===== src/rtl/e2q_pkg.sv =====
// Types, constants and fixed-point helpers for the Euler to quaternion block.
// Used by every module of the block; depends on nothing.
package e2q_pkg;

   localparam int ATAN_LEN = 24;

   // CORDIC constants in signed Q2.30
   localparam logic signed [33:0] CORDIC_GAIN = 34'sh026DD3B6A;
   localparam logic signed [33:0] HALF_PI     = 34'sh06487ED51;
   localparam logic signed [33:0] PI          = 34'sh0C90FDAA2;
   localparam logic signed [17:0] ONE_Q14     = 18'sd16384;

   // atan(2^-i) in Q2.30, truncated
   localparam logic [31:0] ATAN_TABLE [ATAN_LEN] = '{
      32'h3243F6A8, 32'h1DAC6705, 32'h0FADBAFC, 32'h07F56EA6,
      32'h03FEAB76, 32'h01FFD55B, 32'h00FFFAAA, 32'h007FFF55,
      32'h003FFFEA, 32'h001FFFFD, 32'h000FFFFF, 32'h0007FFFF,
      32'h0003FFFF, 32'h0001FFFF, 32'h0000FFFF, 32'h00007FFF,
      32'h00003FFF, 32'h00001FFF, 32'h00000FFF, 32'h000007FF,
      32'h000003FF, 32'h000001FF, 32'h000000FF, 32'h0000007F
   };

   typedef struct packed {
      logic signed [15:0] angle_psi;
      logic signed [15:0] angle_phi;
      logic signed [15:0] angle_theta;
   } req_type;

   typedef struct packed {
      logic signed [15:0] quat_w;
      logic signed [15:0] quat_x;
      logic signed [15:0] quat_y;
      logic signed [15:0] quat_z;
   } rsp_type;

   // One CORDIC rotation in flight
   typedef struct packed {
      logic               flip;
      logic signed [33:0] x;
      logic signed [33:0] y;
      logic signed [33:0] z;
   } lane_type;

   // Lane 0 psi, lane 1 phi, lane 2 theta
   typedef struct packed {
      lane_type [2:0] lane;
   } triple_type;

   // Q2.30 product, rounded half up
   function automatic logic signed [31:0] mul_q30(input logic signed [31:0] a,
                                                  input logic signed [31:0] b);
      logic signed [63:0] p;
      logic signed [63:0] r;
      p = 64'(a) * 64'(b);
      r = (p + 64'sd536870912) >>> 30;
      return r[31:0];
   endfunction

   // Round Q2.30 to Q2.14 and saturate to plus or minus one
   function automatic logic signed [15:0] to_q14(input logic signed [33:0] v);
      logic signed [33:0] r;
      logic signed [17:0] n;
      r = (v + 34'sd32768) >>> 16;
      n = r[17:0];
      if (n > ONE_Q14) begin
         n = ONE_Q14;
      end else if (n < -ONE_Q14) begin
         n = -ONE_Q14;
      end
      return n[15:0];
   endfunction

endpackage


===== src/rtl/e2q_fold.sv =====
// Input stage: halves the angles and folds them into the CORDIC range.
// Depends on e2q_pkg.
module e2q_fold (
   input  logic                clock,
   input  logic                reset,
   input  logic                up_valid,
   output logic                up_ready,
   input  e2q_pkg::req_type    up_data,
   output logic                dn_valid,
   input  logic                dn_ready,
   output e2q_pkg::triple_type dn_data
);
   import e2q_pkg::*;

   logic       valid_ff;
   logic       valid_in;
   triple_type data_ff;
   triple_type data_in;
   logic signed [15:0] ang [3];

   assign ang[0] = up_data.angle_psi;
   assign ang[1] = up_data.angle_phi;
   assign ang[2] = up_data.angle_theta;

   // Half-angle in Q2.30 is the Q3.13 angle shifted by 16; fold by pi
   always_comb begin
      logic signed [33:0] z;
      for (int k = 0; k < 3; k++) begin
         z = {{2{ang[k][15]}}, ang[k], 16'h0000};
         data_in.lane[k].x = CORDIC_GAIN;
         data_in.lane[k].y = '0;
         if (z > HALF_PI) begin
            data_in.lane[k].z    = z - PI;
            data_in.lane[k].flip = 1'b1;
         end else if (z < -HALF_PI) begin
            data_in.lane[k].z    = z + PI;
            data_in.lane[k].flip = 1'b1;
         end else begin
            data_in.lane[k].z    = z;
            data_in.lane[k].flip = 1'b0;
         end
      end
   end

   assign up_ready = !valid_ff || dn_ready;
   assign valid_in = up_ready ? up_valid : valid_ff;

   // Advance when the next stage has room
   always_ff @(posedge clock) begin
      if (reset) begin
         valid_ff <= 1'b0;
      end else begin
         valid_ff <= valid_in;
      end
      if (up_ready && up_valid) begin
         data_ff <= data_in;
      end
   end

   assign dn_valid = valid_ff;
   assign dn_data  = data_ff;
endmodule


===== config.mk =====
export PLATFORM = sky130hd
export DESIGN_NAME = e2q_fold
export DESIGN_NICKNAME = d
export VERILOG_FILES = /design/src/rtl/e2q_pkg.sv /design/src/rtl/e2q_fold.sv
export SDC_FILE = /design/constraint.sdc
export NUM_CORES = 1
export LEC_CHECK = 0
export BUFFER_PORTS_ARGS = -buffer_cell sky130_fd_sc_hd__buf_2
export CAP_MARGIN = 20
export CORE_ASPECT_RATIO = 0.7
export CORE_MARGIN = 8
export CORE_UTILIZATION = 25
export CTS_CLUSTER_DIAMETER = 50
export DETAILED_ROUTE_END_ITERATION = 7
export PLACE_DENSITY_LB_ADDON = 0.25
export SLEW_MARGIN = 20
export SYNTH_ARGS = -nofsm -noshare
export SYNTH_HDL_FRONTEND = slang
export SYNTH_SLANG_ARGS = --single-unit

===== constraint.sdc =====
create_clock -name clock -period 3 [get_ports clock]
set_input_delay 0.15 -clock clock [delete_from_list [all_inputs] [get_ports clock]]
set_output_delay 0.15 -clock clock [all_outputs]
set_load 0.05 [all_outputs]

Yosys cells after proc, flatten, opt, wreduce, memory -nomap -nowiden:

Cells that the tools add are included.
W data, S select, Z words.

* add/sub/neg operators: 6
* eq/ne operators: 0
* multiplexer cells: 9
* reduce and logical (&&, ||, !) cells: 3
* $lt $le $gt $ge: 6
* shift-type cells: 0
* div/mod/pow operators: 0
* $mul: 0
* bitwise logic cells: 0

Operators with widths (count)
* $mux W34: 6
* $add A32 B33 Y34 const B: 3
* $sub A32 B33 Y34 const B: 3
* $gt A32 B32 Y1 const B: 3
* $lt A32 B32 Y1 const B: 3
* $mux W1: 3
* $logic_and A1 B1 Y1: 1
* $logic_not A1 Y1: 1
* $logic_or A1 B1 Y1: 1

* memories kept: 0
* word-level logic and storage cells: 31
* bits in registers: 106
* memory bits (writable): 0
* input bits: 52
* latch bits: 0
* ROM bits: 0

Logic depth before layout (Yosys ltp):

Gate-level depths: netlist (run 1).

* depth after elaboration: 3
* mapped depth: 14

Worst setup path before layout (run 1):

Ideal clock, no wire load.

* path type: register -> register
* start point: reg valid_ff (netlist: dn_valid)
* end point: reg data_ff (netlist bit dn_data[104]), enable pin
* data required time: 2573 ps
* period minus slack after synthesis: 2964 ps
* data arrival time: 2536 ps
* slack: 36 ps
* buffers on the path: 0
* stages on the path, launching flop included: 3
* path through: dfxtp_1 -> nand2b_1 -> and2_1

* word-level cells in the longest chain between the ends: 3

RTL lines
* start, declared: RTL line e2q_fold.sv:15 `logic valid_ff;`
* start signal, assigned: RTL line e2q_fold.sv:53 `valid_ff <= valid_in;`
* $logic_not A1 Y1: RTL line e2q_fold.sv:45 `assign up_ready = !valid_ff || dn_ready;`
* $logic_or A1 B1 Y1: RTL line e2q_fold.sv:45
* named net up_ready: RTL line e2q_fold.sv:7 `output logic up_ready,`
* $logic_and A1 B1 Y1: RTL line e2q_fold.sv:55 `if (up_ready && up_valid) begin`
* end signal, assigned: RTL line e2q_fold.sv:56 `data_ff <= data_in;`
* end, declared: RTL line e2q_fold.sv:17 `triple_type data_ff;`

The timed path passes the listed nets, and every way through them passes these cells.
A chain may end at the register's enable or synchronous reset.

==> results of run 1 <==
flip-flops by register name (all words and copies together) (netlist names):
| signal | count |
|---|---|
| dn_data | 63 |
| dn_valid | 1 |
per-layer routing:
metal  share of wire (%)  wire length [um]
met1                  48              7680
met2                  44              7060
met3                 6.2               978
met4                0.95               150
met5                   0                 0
cells in the final DEF, fill, tap and decap left out, types with 12 or more instances in the layout:
master / n
conb_1: 207
o21ai_0: 20
nor2_1: 14
edfxtp_1: 63
xnor2_1: 20
ha_1: 12
a21oi_1: 16
xor2_1: 16
inv_1: 24
mux2i_1: 16
nand3_1: 13
buf_2: 155
nand2_1: 38
worst min path at each step:
stage,slack [ns],cells after the start,to,start
5_1_grt,0.06,3,dn_valid,up_valid
3_5_place_dp,0.31,2,dn_valid,reset
2_1_floorplan,0.22,1,dn_valid,reset
3_3_place_gp,0.31,2,dn_valid,reset
6_report,0.05,3,dn_valid,up_valid
4_1_cts,0.03,3,dn_valid,up_valid
logic make-up after synthesis:
family | share of synthesized area [%]
buf+inv | 34.5
simple gates | 11.4
compound gates | 11.3
flops | 31.9
xor+xnor | 5.25
mux | 3.04
fa+ha+maj | 2.50
other cells | 0.125
per-stage QoR:
step	worst slack, ns	power (uW)
6_report	0.486	3750
5_1_grt	0.292	3900
4_1_cts	0.516	3780
3_5_place_dp	0.169	2720
3_3_place_gp	0.121	2730
2_1_floorplan	0.0362	2720
critical path: stages:
cell      delay, ns
buf_2          0.13
inv_1          0.06
ha_1           0.18
nand2b_1       0.06
a41o_1         0.23
a31oi_1        0.16
nor2_1         0.05
o31a_1         0.23
ha_1           0.46
o21ai_1        0.27
or4_1          0.47
xnor2_1        0.14
where the power goes:
part           switching (uW)  internal [uW]  total, uW
Combinational            1340            254       1590
Clock                     392            635       1030
Sequential               29.2           1100       1130
Total                    1760           1990       3750
layout make-up:
class                   instances  area (um2)  share of cell area, %
repair buffers                164         846                   13.4
well taps                     318         398                   6.30
inverters                      24        90.1                   1.43
clock buffers                  11         233                   3.68
multi-input cells             496        2800                   44.2
clock inverters                 4        46.3                  0.733
flip-flops and latches         64        1910                   30.3
==> run metrics, run 1 <==
grt ovf 0; Slew Viols, Final 0; placed cell areas around 6000 um2; GP Congestion between 0.8 and 0.9; die width 201 um; # hold bufs at CTS 1; input/output buffers ~160; Achievable Freq about 400 MHz; antenna violations before repair 0; Seq/Total Area, Yosys roughly a third; Clock Sinks 64; per-cell routed wire length between 10 and 15 um; H-Tree Depth 3; max_slew headroom a little over two fifths; YS warnings 0; worst-path fanout max 9; max_cap viols 0; Area Growth Syn to Fin 5.29%; status completed; final hold viol count 0; final net count between 800 and 900; final setup fails 0; most frequent cell after synthesis buf_4; dominant cells by area after synthesis edfxtp_1 32%, buf_4 31%, xnor2_1 2.9%; Setup TNS Final 0 ns; crit end category flip-flop; First-pass DRT Iterations 5; PostCTS Resize Cnt 0; final core occ between 20% and 30%; worst reg2reg endpoint dn_data[225]; diode count 0; post-route cell area 6320 um2; fin crit period roughly 2.5 ns; gr usage total ~10%; I/O pin total around 360; std cell rows 47; WL final approximately 16,000 um; most frequent cells after synthesis 247 x buf_4, 63 x edfxtp_1, 38 x nand2_1, 24 x inv_1, 22 x clkbuf_1; clk_lat worst skew ~0.34 ns; pin count of the biggest net entering global routing 64; met1 Usage GRT roughly 14%; asr flop ratio synth 0%; Syn Area/Cell 9.15 um2; #FFs+latches synth 64; share of layout cells above drive strength 1 ~25%; core area 23,600 um2; Final period util a little over four fifths; Antenna Nets Post-Route 0; Power Density between 500 and 600 nW/um2; final std cells w/o fill 1,081; Min-Delay Path Class input port to flip-flop; Clock transition at path regs roughly 0.050 ns; DIE AREA between 20,000 and 30,000 um2; DRC Markers 0; first-pass GRT wire length between 20,000 and 25,000 um; P_leak 0.00307 uW; CP endpoint dn_data[225]; vias per inst roughly 3.9; Mapped Cells between 600 and 700; filler instances 2,585; worst reg-to-reg setup slack between 1 and 1.5 ns; met3 usage under 10%; Fin Clk Skew 0.00644 ns; Crit. Startpoint up_data[0]; vias in the first global route 4,265; CP arrival ~2.6 ns; die outline height roughly 150 um; Slew @ Worst Pin between 0.8 and 0.9 ns; TritonCTS clock tree yes; TritonCTS buffer count 9; Post-CTS Setup Inserts 0; worst setup path class input port to flip-flop; Post-synth EDFFs 63; Critical Path RT roughly 3.1 ns; reg-to-reg startpoint dn_valid; biggest area consumer among synthesized cells edfxtp_1; global routing's busiest layer met2; Via Count about 4,200; reg2reg path depth 3; Root Driver clkbuf_16; predominant post-synthesis flop cell edfxtp_1; Max rail drop VDD approximately 0.00023 V; Startpoint Class input port; RSZ-0062 raised after global routing no; area share of the largest cell type after synthesis about a third; Iter 0 DRT Violations 302; met2 Use GR between 10% and 20%; Yosys cell types 58; dpl hpwl ~13,000 um; Bufs on Longest Clock Path 2; Fin Hold WS between 0.05 and 0.06 ns; initial cell density of the core about a quarter; Mapped Area about 6000 um2; placed cell count between 1,000 and 1,500
Power figures use the tool's default switching activity.
==> run 2: changes to the inputs <==
ABC_AREA = 1   (was default)
clock period = 2.1 ns   (was 3 ns; I/O delays follow)
==> run 2 against run 1 <==
  * Combinational power up 60%
  * Non-clock buffer count grew 38
  * Critical path type unchanged
  * Die area grew 14%
  * Global-route usage increased by 1.5 points
  * Utilization grew 0.85 points
  * Largest power group unchanged
  * Via count is 39% higher
  * Sequential power is 42% higher
  * First-iteration DRC count rose by 17%
  * Worst setup slack got worse by 0.22 ns
  * Register-to-register slack got worse by 0.51 ns
==> run metrics, run 2 <==
predominant post-synthesis flop cell edfxtp_1; dpl hpwl 17,000 um (+33%); Syn Area/Cell 7.28 um2 (-20%); Min-Delay Path Class input port to flip-flop; YS warnings 0 (unchanged); Power Density 734 nW/um2 (+24%); per-cell routed wire length 13.8 um (-5.8%); met1 Usage GRT 16.2% (+1.8 points); final hold viol count 0 (unchanged); I/O pin total 363 (unchanged); reg-to-reg startpoint dn_valid; worst setup path class input port to flip-flop; input/output buffers 155 (unchanged); Yosys cell types 41 (-29%); gr usage total 11.7% (+1.5 points); most frequent cells after synthesis 248 x buf_4, 247 x nand2_1, 69 x inv_1, 65 x nand3_1, 63 x edfxtp_1; Fin Clk Skew 0.0119 ns (+0.00548 ns); P_leak 0.00400 uW (+30%); Area Growth Syn to Fin 9.69%; Antenna Nets Post-Route 0 (unchanged); Mapped Cells 955 (+46%); worst-path fanout max 4 (-5); initial cell density of the core 25.2% (-0.24 points); die width 215 um (+7.0%); final setup fails 0 (unchanged); Fin Hold WS 0.0784 ns (+0.0255 ns); sequential share of power 28.8% (-1.3 points); worst reg-to-reg setup slack 0.86 ns (-0.51 ns); biggest area consumer among synthesized cells edfxtp_1; reg2reg path depth 2 (-1); DIE AREA 33,500 um2 (+14%); GP Congestion 0.887 (+8.0%); core area 27,600 um2 (+17%); share of layout cells above drive strength 1 23.5% (-0.97 points); pre-CTS WS -0.0916 ns (-0.261 ns); global routing's busiest layer met2; max reg flops 63 (unchanged); most common cell after layout, fill and taps aside nand2_1; Via Count 5,840 (+39%); Tot Pwr 5600 uW (+49%); final net count 1,172 (+42%); Startpoint Class input port; Hold Startpoint up_valid; Root Driver clkbuf_16; Mapped Area 6950 um2 (+16%); fin crit period approximately 1.8 ns; Critical Path RT 2.18 ns (-0.90 ns); max_cap viols 0 (unchanged); H-Tree Depth 3 (unchanged); PostCTS Resize Cnt 0 (unchanged); TritonCTS buffer count 9 (unchanged); DRC Markers 0 (unchanged); Iter 0 DRT Violations 354 (+17%); # hold bufs at CTS 1 (unchanged); switching power of the nets 2720 uW (+55%); Slew Viols, Final 0 (unchanged); diode count 0 (unchanged); Hold Path Sink dn_valid; met3 usage 3.51% (+0.91 points); First-pass DRT Iterations 5 (unchanged); worst reg2reg endpoint dn_data[132]; area share of the largest cell type after synthesis 27.2% (-4.3 points); met2 Use GR 17.5% (+2.3 points); vias per inst 3.94 (+1.6%); PnR worst setup slack 0.266 ns (-0.220 ns); RSZ-0062 raised after global routing no; Clk pwr share 25.6% (-1.8 points); sw frac 48.7% (+1.8 points); Int Pwr 2870 uW (+44%); Clock Sinks 64 (unchanged); Final period util between 80 and 90%; Post-synth EDFFs 63 (unchanged); hold depth 3 (unchanged); grt ovf 0 (unchanged); pin count of the biggest net entering global routing 64 (unchanged); WL final 20,500 um (+29%); std cell rows 51 (+8.5%); status completed; most frequent cell after synthesis buf_4; first-pass GRT wire length 31,700 um (+29%); Bufs on Longest Clock Path 2 (unchanged); CP arrival 1.91 ns (-0.68 ns); asr flop ratio synth 0% (unchanged); dominant cells by area after synthesis edfxtp_1 27%, buf_4 27%, nand2_1 13%; die outline height 155 um (+6.8%); Seq/Total Area, Yosys 27.5% (-4.3 points); Clock transition at path regs 0.05 ns (about the same); clk_lat worst skew 0.34 ns (about the same); TritonCTS clock tree yes; Max rail drop VDD 0.000267 V (+14%); Post-CTS Setup Inserts 0 (unchanged); Comb power frac 45.5% (+3.1 points); Achievable Freq 545 MHz; most frequent cells in the layout 247 x nand2_1, 207 x conb_1, 155 x buf_2, 69 x inv_1, 65 x nand3_1; vias in the first global route 5,796 (+36%); antenna violations before repair 0 (unchanged); #FFs+latches synth 64 (unchanged); crit end category flip-flop
run 2: logic make-up after synthesis:
group                      Yosys count  synth area share [%]
buffers and inverters              346                  33.1
DFF                                 64                  27.5
AOI/OAI and AO/OA                   85                  7.22
other                                2                 0.108
adders and majority gates           12                  2.16
and+or+nand+nor                    421                  26.7
xor gates and xnor gates            25                  3.26
run 2: layer usage:
layer	up-vias	wire, um
met5	-	0
met4	0	186
met3	10	1530
met2	249	9000
met1	2682	9800
li1	2899	-
run 2: critical path, stage by stage:
cell and delay, ns:
buf_2 0.10, inv_1 0.07, ha_1 0.18, nand2_1 0.07, a41oi_1 0.18, o21ai_0 0.10
nand2_1 0.06, a21oi_1 0.08, ha_1 0.34, o21ai_0 0.12, a211oi_1 0.29, nand2_1 0.09
nand2_1 0.07, nand3_1 0.07
run 2: stage by stage:
step	util (%)	cells	area, um2	TNS (ns)
4_1_cts	27.7	1484	7620	0
5_1_grt	27.7	1484	7620	0
3_5_place_dp	26.6	1467	7330	-0.301
3_3_place_gp	26.6	1467	7330	-0.182
2_1_floorplan	-	1160	7730	0
6_report	27.7	1484	7620	0
run 2: layout make-up:
class / instances / area [um2]
clock buffer: 13 / 260
clock inverter: 3 / 17.5
fill: 3103 / 19900
inverter: 81 / 304
multi-input combinational: 750 / 3520
sequential: 64 / 1910
tap: 371 / 464
timing repair buffer: 202 / 1140
run 2: worst max path at each step:
stage / cells past startpoint / end / startpoint / slack (ns)
after global routing: 14 / dn_data[134] / up_data[16] / 0.02
final: 14 / dn_data[134] / up_data[16] / 0.27
after floorplan: 1 / dn_data[104] / dn_valid / 0.03
after global placement: 13 / dn_data[235] / up_data[4] / -0.07
after CTS: 14 / dn_data[134] / up_data[16] / 0.28
after detailed placement: 14 / dn_data[134] / up_data[16] / -0.09
run 2: power by group through the flow:
| stage | logic [uW] | registers, uW | clock network (uW) |
|---|---|---|---|
| 6_report | 2550 | 1610 | 1430 |
| 2_1_floorplan | 1990 | 2050 | 0 |
| 3_3_place_gp | 2550 | 1640 | 0 |
| 4_1_cts | 2540 | 1620 | 1520 |
| 5_1_grt | 2710 | 1630 | 1560 |
| 3_5_place_dp | 2530 | 1640 | 0 |
==> run 3: changes to the inputs <==
ABC_AREA = default   (was 1)
ABC_CLOCK_PERIOD_IN_PS = 2100   (was default)
GPL_ROUTABILITY_DRIVEN = 0   (was default)
==> run 3 against run 2 <==
  * Worst hold slack improved by 0.082 ns
  * Combinational power decreased by 2%
  * Sequential power about the same
  * Count of clock-buffer cells in the layout decreased by 3
  * Largest cell class unchanged
==> run metrics, run 3 (synthesis gave the netlist of run 1 again) <==
die outline height 146 um (-6.3%); DRC Markers 0 (unchanged); most common cell after layout, fill and taps aside conb_1; Achievable Freq 483 MHz (-11%); H-Tree Depth 3 (unchanged); final setup fails 0 (unchanged); P_leak 0.00352 uW (-12%); pin count of the biggest net entering global routing 51 (-20%); Iter 0 DRT Violations 341 (-3.7%); most frequent cells in the layout 207 x conb_1, 152 x buf_2, 84 x buf_4, 63 x edfxtp_1, 36 x nand2_1; TritonCTS clock tree yes; core area 23,600 um2 (-14%); final core occ 30.7% (+3.0 points); Slew Viols, Final 0 (unchanged); max reg flops 63 (unchanged); Critical Path RT 2.18 ns (about the same); vias per inst 3.89 (-1.2%); First-pass DRT Iterations 5 (unchanged); Clock Sinks 64 (unchanged); fin crit period 2.07 ns (+0.238 ns); post-route cell area 7230 um2 (-5.2%); Clk pwr share 25.9% (+0.3 points); Root Driver clkbuf_16; initial cell density of the core 25.5% (+0.24 points); crit end category flip-flop; clk_lat worst skew 0.33 ns (about the same); final net count 904 (-23%); grt ovf 0 (unchanged); Final period util 98.6% (+11 points); gr usage total 10.6% (-1.0 points); Power Density 769 nW/um2 (+4.7%); vias in the first global route 4,697 (-19%); Comb power frac 45.1% (-0.4 points); input/output buffers 155 (unchanged); final hold viol count 0 (unchanged); I/O pin total 363 (unchanged); per-cell routed wire length 14.5 um (+5.2%); placed cell areas 6770 um2 (-7.8%); Int Pwr 3000 uW (+4.4%); switching power of the nets 2560 uW (-6.1%); Min-Delay Path Class input port to flip-flop; Slew @ Worst Pin between 0.5 and 0.6 ns; diode count 0 (unchanged); die width 201 um (-6.5%); std cell rows 47 (-7.8%); DIE AREA 29,300 um2 (-12%); antenna violations before repair 0 (unchanged); dpl hpwl 13,900 um (-18%); TritonCTS buffer count 9 (unchanged); Tot Pwr 5560 uW (-0.71%); share of layout cells above drive strength 1 35.6% (+12 points); pre-CTS WS -0.508 ns (-0.417 ns); WL final 16,900 um (-18%); Startpoint Class input port; Clock transition at path regs 0.05 ns (about the same); first-pass GRT wire length 25,400 um (-20%); Area Growth Syn to Fin 20.4%; Via Count 4,512 (-23%); sw frac 46.0% (-2.7 points); Bufs on Longest Clock Path 2 (unchanged); RSZ-0062 raised after global routing yes; worst-path fanout max 4 (unchanged); status completed; Max rail drop VDD 0.000323 V (+21%); PnR worst setup slack 0.0288 ns (-0.238 ns); sequential share of power 29.0% (+0.2 points); max_cap viols 0 (unchanged); Fin Clk Skew 0.00546 ns (-0.00646 ns); filler instances 2,496 (-20%); max_slew headroom 65.2%; Antenna Nets Post-Route 0 (unchanged); worst setup path class input port to flip-flop; CP arrival 2.15 ns (+0.24 ns)
run 3: area by class of cell:
| class | count | area [um2] | area share (%) |
|---|---|---|---|
| Inverter | 24 | 133 | 1.83 |
| Sequential cell | 64 | 1910 | 26.4 |
| Clock buffer | 10 | 229 | 3.17 |
| Multi-Input combinational cell | 496 | 2990 | 41.4 |
| Timing Repair Buffer | 245 | 1520 | 21.0 |
| Tap cell | 318 | 398 | 5.50 |
| Clock inverter | 4 | 47.5 | 0.658 |
run 3: power by group through the flow:
stage	clock network, uW	logic (uW)	registers, uW
6_report	1440	2510	1610
5_1_grt	1540	2620	1630
4_1_cts	1500	2450	1620
3_5_place_dp	0	2430	1640
3_3_place_gp	0	2440	1640
2_1_floorplan	0	1880	2050
run 3: worst max-delay path: stages:
cell and delay [ns]:
buf_2 0.13, inv_6 0.05, ha_4 0.13, nand2b_4 0.05, a41o_1 0.20, a31oi_1 0.13
nor2_1 0.09, o31a_1 0.32, ha_4 0.34, o21ai_4 0.07, or4_4 0.41, xnor2_1 0.14
run 3: repair_timing:
item / CTS / global route
resized for setup: 5 / 27
setup endpoints to repair: 29 / 34
setup buffers: 0 / 5
hold endpoints to repair: 1 / 0
pin swaps: 0 / 19
hold buffers: 2 / 0
run 3: stage by stage:
step	setup TNS, ns	instances	hold slack (ns)
CTS	0	1156	0.136
floorplan	-0.411	861	0.174
detailed placement	-19.21	1140	0.271
global route	-0.0528	1161	0.147
global placement	-19.01	1140	0.264
finish	0	1161	0.160
run 3: path summary, 6_finish.rpt:
path                                  start           end  slack [ns]  cells after the start
worst max register to register     dn_valid  dn_data[227]        0.73                      3
worst min register to register     dn_valid  dn_data[125]        0.85                      2
worst min-delay path            up_data[46]   dn_data[30]        0.16                      2
worst max-delay path             up_data[1]  dn_data[225]        0.03                     12
run 3: per-layer routing:
layer  GRT usage, %  part of all wire, %  wire length (um)
met2           15.8                   43              7240
met5              0                    0                 0
met3           2.82                  6.4              1070
met1           14.8                   49              8310
met4           3.17                  1.5               250
